===== src/rtl/perlin_gradient_noise_turbulence_macros.svh =====
// ----------------------------------------------------------------------------
// Assertion macros for the gradient noise block
// Concurrent checks that compile away when SYNTH is defined.
// ----------------------------------------------------------------------------
`ifndef PERLIN_GRADIENT_NOISE_TURBULENCE_MACROS_SVH
`define PERLIN_GRADIENT_NOISE_TURBULENCE_MACROS_SVH

`ifndef SYNTH
`define PGN_ASSERT(lbl, prop) \
  lbl: assert property (@(posedge clk) disable iff (!rst_n) prop) \
    else $error("pgn assertion failed");
`define PGN_NEVER(lbl, expr) \
  lbl: assert property (@(posedge clk) disable iff (!rst_n) !(expr)) \
    else $error("pgn forbidden condition");
`else
`define PGN_ASSERT(lbl, prop)
`define PGN_NEVER(lbl, expr)
`endif

`endif


===== src/rtl/pgn_pkg.sv =====
// ----------------------------------------------------------------------------
// pgn_pkg
// Shared widths, operation codes and controller commands.
// ----------------------------------------------------------------------------
`default_nettype none
package pgn_pkg;

  localparam int TBL_AW = 8;
  localparam int FRAC   = 16;
  localparam int MAXOCT = 8;

  // item operations
  localparam logic [2:0] OP_LOAD_PX = 3'd0;
  localparam logic [2:0] OP_LOAD_PY = 3'd1;
  localparam logic [2:0] OP_LOAD_PZ = 3'd2;
  localparam logic [2:0] OP_LOAD_G  = 3'd3;
  localparam logic [2:0] OP_NOISE   = 3'd4;
  localparam logic [2:0] OP_TURB    = 3'd5;

  // datapath steps
  localparam logic [3:0] DP_IDLE     = 4'd0;
  localparam logic [3:0] DP_LOAD     = 4'd1;
  localparam logic [3:0] DP_START    = 4'd2;
  localparam logic [3:0] DP_FADE_SQ  = 4'd3;
  localparam logic [3:0] DP_FADE_MUL = 4'd4;
  localparam logic [3:0] DP_PERM_RD  = 4'd5;
  localparam logic [3:0] DP_GRAD_RD  = 4'd6;
  localparam logic [3:0] DP_DOT_X    = 4'd7;
  localparam logic [3:0] DP_DOT_Y    = 4'd8;
  localparam logic [3:0] DP_DOT_Z    = 4'd9;
  localparam logic [3:0] DP_W_X      = 4'd10;
  localparam logic [3:0] DP_W_Y      = 4'd11;
  localparam logic [3:0] DP_W_Z      = 4'd12;
  localparam logic [3:0] DP_OCT_END  = 4'd13;
  localparam logic [3:0] DP_FINISH   = 4'd14;

  // 3 * 2^FRAC used by the fade polynomial
  localparam logic [17:0] FADE_K = 18'd196608;
  localparam logic [16:0] ONE_W  = 17'h10000;

  typedef struct packed {
    logic [3:0] op;
    logic [1:0] axis;
    logic [2:0] corner;
    logic [2:0] octave;
  } pgn_cmd_t;

endpackage
`default_nettype wire


===== src/rtl/pgn_ctrl.sv =====
// ----------------------------------------------------------------------------
// pgn_ctrl
// Sequencer: walks fade, eight corners and octave end for each octave.
// ----------------------------------------------------------------------------
`default_nettype none
module pgn_ctrl (
  input  wire logic            clk,
  input  wire logic            rst_n,
  input  wire logic            in_tvalid,
  output logic                 in_tready,
  input  wire logic [2:0]      in_op,
  input  wire logic [3:0]      in_octaves,
  output logic                 out_tvalid,
  input  wire logic            out_tready,
  output pgn_pkg::pgn_cmd_t    cmd
);
  import pgn_pkg::*;

  localparam logic [3:0] S_IDLE     = 4'd0;
  localparam logic [3:0] S_FADE_SQ  = 4'd1;
  localparam logic [3:0] S_FADE_MUL = 4'd2;
  localparam logic [3:0] S_PERM     = 4'd3;
  localparam logic [3:0] S_GRAD     = 4'd4;
  localparam logic [3:0] S_DOT_X    = 4'd5;
  localparam logic [3:0] S_DOT_Y    = 4'd6;
  localparam logic [3:0] S_DOT_Z    = 4'd7;
  localparam logic [3:0] S_W_X      = 4'd8;
  localparam logic [3:0] S_W_Y      = 4'd9;
  localparam logic [3:0] S_W_Z      = 4'd10;
  localparam logic [3:0] S_OCT_END  = 4'd11;
  localparam logic [3:0] S_FINISH   = 4'd12;

  logic [3:0] state_r, state_nxt;
  logic [1:0] axis_r, axis_nxt;
  logic [2:0] corner_r, corner_nxt;
  logic [2:0] oct_r, oct_nxt;
  logic [3:0] noct_r, noct_nxt;
  logic       ovalid_r, ovalid_nxt;
  logic       accept;
  logic       is_eval;
  logic [3:0] n_req;

  assign in_tready  = (state_r == S_IDLE);
  assign out_tvalid = ovalid_r;
  assign accept     = in_tvalid && in_tready;
  assign is_eval    = (in_op == OP_NOISE) || (in_op == OP_TURB);
  assign n_req      = (in_op == OP_NOISE) ? 4'd1 :
                      (in_octaves > 4'(MAXOCT)) ? 4'(MAXOCT) : in_octaves;

  always_comb begin
    state_nxt  = state_r;
    axis_nxt   = axis_r;
    corner_nxt = corner_r;
    oct_nxt    = oct_r;
    noct_nxt   = noct_r;
    ovalid_nxt = ovalid_r && !out_tready;
    cmd.op     = DP_IDLE;
    cmd.axis   = axis_r;
    cmd.corner = corner_r;
    cmd.octave = oct_r;
    case (state_r)
      S_IDLE: begin
        if (accept) begin
          if (is_eval) begin
            cmd.op    = DP_START;
            noct_nxt  = n_req;
            oct_nxt   = 3'd0;
            axis_nxt  = 2'd0;
            state_nxt = (n_req == 4'd0) ? S_FINISH : S_FADE_SQ;
          end else if (in_op == OP_LOAD_PX || in_op == OP_LOAD_PY ||
                       in_op == OP_LOAD_PZ || in_op == OP_LOAD_G) begin
            cmd.op = DP_LOAD;
          end
        end
      end
      S_FADE_SQ: begin
        cmd.op    = DP_FADE_SQ;
        state_nxt = S_FADE_MUL;
      end
      S_FADE_MUL: begin
        cmd.op = DP_FADE_MUL;
        if (axis_r == 2'd2) begin
          corner_nxt = 3'd0;
          state_nxt  = S_PERM;
        end else begin
          axis_nxt  = axis_r + 2'd1;
          state_nxt = S_FADE_SQ;
        end
      end
      S_PERM: begin
        cmd.op    = DP_PERM_RD;
        state_nxt = S_GRAD;
      end
      S_GRAD: begin
        cmd.op    = DP_GRAD_RD;
        state_nxt = S_DOT_X;
      end
      S_DOT_X: begin
        cmd.op    = DP_DOT_X;
        state_nxt = S_DOT_Y;
      end
      S_DOT_Y: begin
        cmd.op    = DP_DOT_Y;
        state_nxt = S_DOT_Z;
      end
      S_DOT_Z: begin
        cmd.op    = DP_DOT_Z;
        state_nxt = S_W_X;
      end
      S_W_X: begin
        cmd.op    = DP_W_X;
        state_nxt = S_W_Y;
      end
      S_W_Y: begin
        cmd.op    = DP_W_Y;
        state_nxt = S_W_Z;
      end
      S_W_Z: begin
        cmd.op = DP_W_Z;
        if (corner_r == 3'd7) begin
          state_nxt = S_OCT_END;
        end else begin
          corner_nxt = corner_r + 3'd1;
          state_nxt  = S_PERM;
        end
      end
      S_OCT_END: begin
        cmd.op = DP_OCT_END;
        if ({1'b0, oct_r} + 4'd1 == noct_r) begin
          state_nxt = S_FINISH;
        end else begin
          oct_nxt   = oct_r + 3'd1;
          axis_nxt  = 2'd0;
          state_nxt = S_FADE_SQ;
        end
      end
      S_FINISH: begin
        // hold until the output register is free
        if (!ovalid_r || out_tready) begin
          cmd.op     = DP_FINISH;
          ovalid_nxt = 1'b1;
          state_nxt  = S_IDLE;
        end
      end
      default: begin
        state_nxt = S_IDLE;
      end
    endcase
  end

  always_ff @(posedge clk) begin
    if (!rst_n) begin
      state_r  <= S_IDLE;
      axis_r   <= 2'd0;
      corner_r <= 3'd0;
      oct_r    <= 3'd0;
      noct_r   <= 4'd0;
      ovalid_r <= 1'b0;
    end else begin
      state_r  <= state_nxt;
      axis_r   <= axis_nxt;
      corner_r <= corner_nxt;
      oct_r    <= oct_nxt;
      noct_r   <= noct_nxt;
      ovalid_r <= ovalid_nxt;
    end
  end

endmodule
`default_nettype wire


===== config.mk =====
export PLATFORM = sky130hd
export DESIGN_NAME = pgn_ctrl
export DESIGN_NICKNAME = d
export VERILOG_FILES = /design/src/rtl/perlin_gradient_noise_turbulence_macros.svh /design/src/rtl/pgn_pkg.sv /design/src/rtl/pgn_ctrl.sv
export SDC_FILE = /design/constraint.sdc
export NUM_CORES = 1
export LEC_CHECK = 0
export ABC_CLOCK_PERIOD_IN_PS = 2300
export BUFFER_PORTS_ARGS = -buffer_cell sky130_fd_sc_hd__clkbuf_2
export CORE_UTILIZATION = 53
export DETAILED_ROUTE_END_ITERATION = 8
export PLACE_DENSITY_LB_ADDON = 0.2
export SLEW_MARGIN = 10
export SYNTH_ARGS = -nofsm -noshare
export SYNTH_HDL_FRONTEND = slang
export SYNTH_SLANG_ARGS = --single-unit

===== constraint.sdc =====
create_clock -name clk -period 2.3 [get_ports clk]
set_input_delay 0.23 -clock clk [delete_from_list [all_inputs] [get_ports clk]]
set_output_delay 0.23 -clock clk [all_outputs]
set_load 0.01 [all_outputs]

==> impl_metrics.toml <==
[worst_setup_path]
start_kind = "register"
crit-reg2reg-capture = "oct_r[1]"
cp-end-kind = "primary output"
worst_r2r_path_depth = 3
endpoint_arrival_time_on_the_critical_path_ns = 1.77
endpoint = "cmd[10]"
rrSetupSlack_ns = 0.44
worst-path-max-fanout = 18
path_type_of_the_worst_setup_path = "register to primary output"
crit_start = "state_r[0]"
worst_ep_required_time_ns = 2.07
worstReg2RegStart = "state_r[3]"

[synthesis]
synth.ff_latch_count = 17
synth.yosys.warnings = 0
postSynth.topFlopCell = "sky130_fd_sc_hd__dfxtp_1"
syn-instance-count = 141
synth_sequential_area_ratio_pct = 29.22
synth_async_sr_flop_share_pct = 0
mappedNetlistNets = 156
edff_count_synth = 0
mappedNetlistArea_um2 = 1165
syn_area_per_cell_um2 = 8.261
synth_cell_type_count = 45

[placed_design]
detail_placement_hpwl_um = 1765
portbufs = 24
gp_congestion = 0.8108
dp_worst_setup_slack_ns = 0.4689

[floorplanning]
placementRows = 16
ioPinCount = 25
die-width_um = 48.88
effective_utilization_at_floorplan_pct = 57.61
die-area_um2 = 2389
fp.coreArea_um2 = 2022
dieHeight_um = 48.88

[cts]
ctsHtreeMaxLevel = 1
cts.path.max_buffers = 2
clock-root-buffer = "sky130_fd_sc_hd__clkbuf_4"
clock_tree_from_tritoncts = "done"
clkSinkCount = 17
post-cts-setup-buffer-count = 0
ctsHoldBuffers = 0
cts.repair.resized = 0
cts_inserted_buffers = 3
insertion_delay_ns = 0.29
clkSlewWorstSetupHoldPaths_ns = 0.11

[pwr]
max-vdd-ir-drop_mv = 0.4674
report.power.total_w = 0.0005501
static-leakage-power_nw = 0.5498
pwr_density_cell_nw_per_um2 = 424.4

[global_routing]
grt.total_usage_pct = 21.54
antenna_found_initial = 0
grt_first_pass_wirelength_um = 4146
grt_overflow_total = 0
first_global_vias = 941
grt_max_degree = 22

[finish]
fraction_of_the_core_area_covered_by_cells_at_the_end_of_the_flow_pct = 64.11
antenna-diode-count = 0
layout_stage_area_growth_over_the_synthesis_result_pct = 11.28
most-common-layout-cells = "24 x sky130_fd_sc_hd__clkbuf_2, 17 x sky130_fd_sc_hd__dfxtp_1, 12 x sky130_fd_sc_hd__nand2_1"
fillerInstances = 190
layout.cells.most_common = "sky130_fd_sc_hd__clkbuf_2"
drive_above_1_share_pct = 20.13
num-nets-final = 175

[sta]
fin_worst_hold_slack_ns = 0.1860
timing.final.crit_period_ns = 2.000
setup_repair_after_global_routing_missed_its_margin = "no"
timing_max_transition_violations_final = 0
timing.fmax_mhz = 500.0
timing_hold_violations_final = 0
summed_negative_setup_slack_over_all_endpoints_ns = 0
transition_time_at_the_pin_with_the_least_slew_margin_ns = 0.6764
setup_violations = 0
final_min_period_over_clock_period_pct = 86.96
relSlewSlack_pct = 54.84
finalWorstSetupSlack_ns = 0.2999
skew_ns = 0.001244

[worst_hold_path]
hold_path.class = "primary input to register"
hold-path-cell-count = 3
hold_start = "in_octaves[2]"

[job]
number_of_maximum_capacitance_violations = 0

[detailed_routing]
detailroute.via_count = 1086
drt-vias-per-instance = 5.839
detail_route.drc_violations = 0
drt_first_iter_violations = 22
post_detailed_route_wirelength_per_cell_um = 12.90
dr.pass1.iters = 4
ant_nets = 0
route.final.wire_length_um = 2399

[run_status]
run_status = "finished, final reports clean"
## logic make-up (layout without fill, tap and decap cells)
group / count (synthesis) / after routing / synth area share, %
and+or+nand+nor: 63 / 63 / 32.65
AOI/OAI and AO/OA: 33 / 33 / 19.98
buffers and inverters: 14 / 32 / 5.585
xor gates and xnor gates: 4 / 4 / 3.008
muxes: 6 / 6 / 5.263
adders and majority gates: 4 / 4 / 4.297
DFF: 17 / 17 / 29.22
## layer usage
metal	vias up	track usage [%]	routed length, µm
met5	-	0	0
met4	0	1.471	0
met3	0	4.673	117
met2	34	39.35	1188
met1	501	26.72	1093
li1	551	-	-
## Yosys cell counts, types with 2 or more instances
library cell	n	area (µm²)
sky130_fd_sc_hd__mux2i_1	5	50.05
sky130_fd_sc_hd__clkbuf_1	5	18.77
sky130_fd_sc_hd__and3_1	2	12.51
sky130_fd_sc_hd__ha_1	4	50.05
sky130_fd_sc_hd__nor3_1	6	30.03
sky130_fd_sc_hd__dfxtp_1	17	340.3
sky130_fd_sc_hd__nand3_1	8	40.04
sky130_fd_sc_hd__inv_1	4	15.01
sky130_fd_sc_hd__a21oi_1	6	30.03
sky130_fd_sc_hd__o21ai_0	3	15.01
sky130_fd_sc_hd__a21boi_0	6	45.04
sky130_fd_sc_hd__o211ai_1	2	15.01
sky130_fd_sc_hd__nand2_1	12	45.04
sky130_fd_sc_hd__nand2b_1	8	50.05
sky130_fd_sc_hd__nor3b_1	2	15.01
sky130_fd_sc_hd__o211a_1	2	20.02
sky130_fd_sc_hd__nor2_1	4	15.01
sky130_fd_sc_hd__nor4b_1	2	17.52
sky130_fd_sc_hd__o2111ai_1	2	17.52
sky130_fd_sc_hd__a31oi_1	4	25.02
sky130_fd_sc_hd__xnor2_1	2	17.52
sky130_fd_sc_hd__nor2b_1	7	43.79
sky130_fd_sc_hd__buf_2	4	20.02
sky130_fd_sc_hd__xor2_1	2	17.52
sky130_fd_sc_hd__and2_1	2	12.51
## flip-flops by register name (all words and copies together) (netlist names)
signal      count
out_tvalid      1
noct_r          4
oct_r           3
state_r         4
axis_r          2
corner_r        3
## worst max-delay path, cell delays in order, from the launching register on
cell                       delay, ns
sky130_fd_sc_hd__dfxtp_1        0.73
sky130_fd_sc_hd__inv_1          0.16
sky130_fd_sc_hd__nand2_1        0.11
sky130_fd_sc_hd__a21oi_1        0.06
sky130_fd_sc_hd__mux2_2         0.28
sky130_fd_sc_hd__clkbuf_2       0.12
## worst min path at each step
stage | end | slack, ns
global placement | noct_r[1] | 0.47
CTS | noct_r[2] | 0.19
detailed placement | corner_r[1] | 0.48
floorplan | noct_r[1] | 0.39
global route | noct_r[2] | 0.22
finish | noct_r[2] | 0.19
## per-stage QoR
step / cell area [µm²] / cells
6_report: 1296 / 186
5_1_grt: 1296 / 186
3_3_place_gp: 1269 / 182
2_1_floorplan: 1165 / 141
4_1_cts: 1296 / 186
3_5_place_dp: 1269 / 182
## final cells by class
type / count / area, µm² / area share [%]
Clock buffer: 3 / 22.52 / 1.737
Clock inverter: 1 / 5.005 / 0.3861
Inverter: 4 / 15.01 / 1.158
Multi-Input combinational cell: 110 / 759.5 / 58.59
Sequential cell: 17 / 340.3 / 26.25
Tap cell: 27 / 33.78 / 2.606
Timing Repair Buffer: 24 / 120.1 / 9.266
## report_power, final
| part | switching [W] | leakage [nW] | total (W) | internal, W |
|---|---|---|---|---|
| Clock | 0.000103 | 0.0177 | 0.000167 | 0.0000647 |
| Combinational | 0.0000379 | 0.395 | 0.0000724 | 0.0000345 |
| Sequential | 0.0000115 | 0.137 | 0.000310 | 0.000299 |
| Total | 0.000152 | 0.550 | 0.000550 | 0.000398 |
No activity file was read; power rests on OpenSTA's default activity.
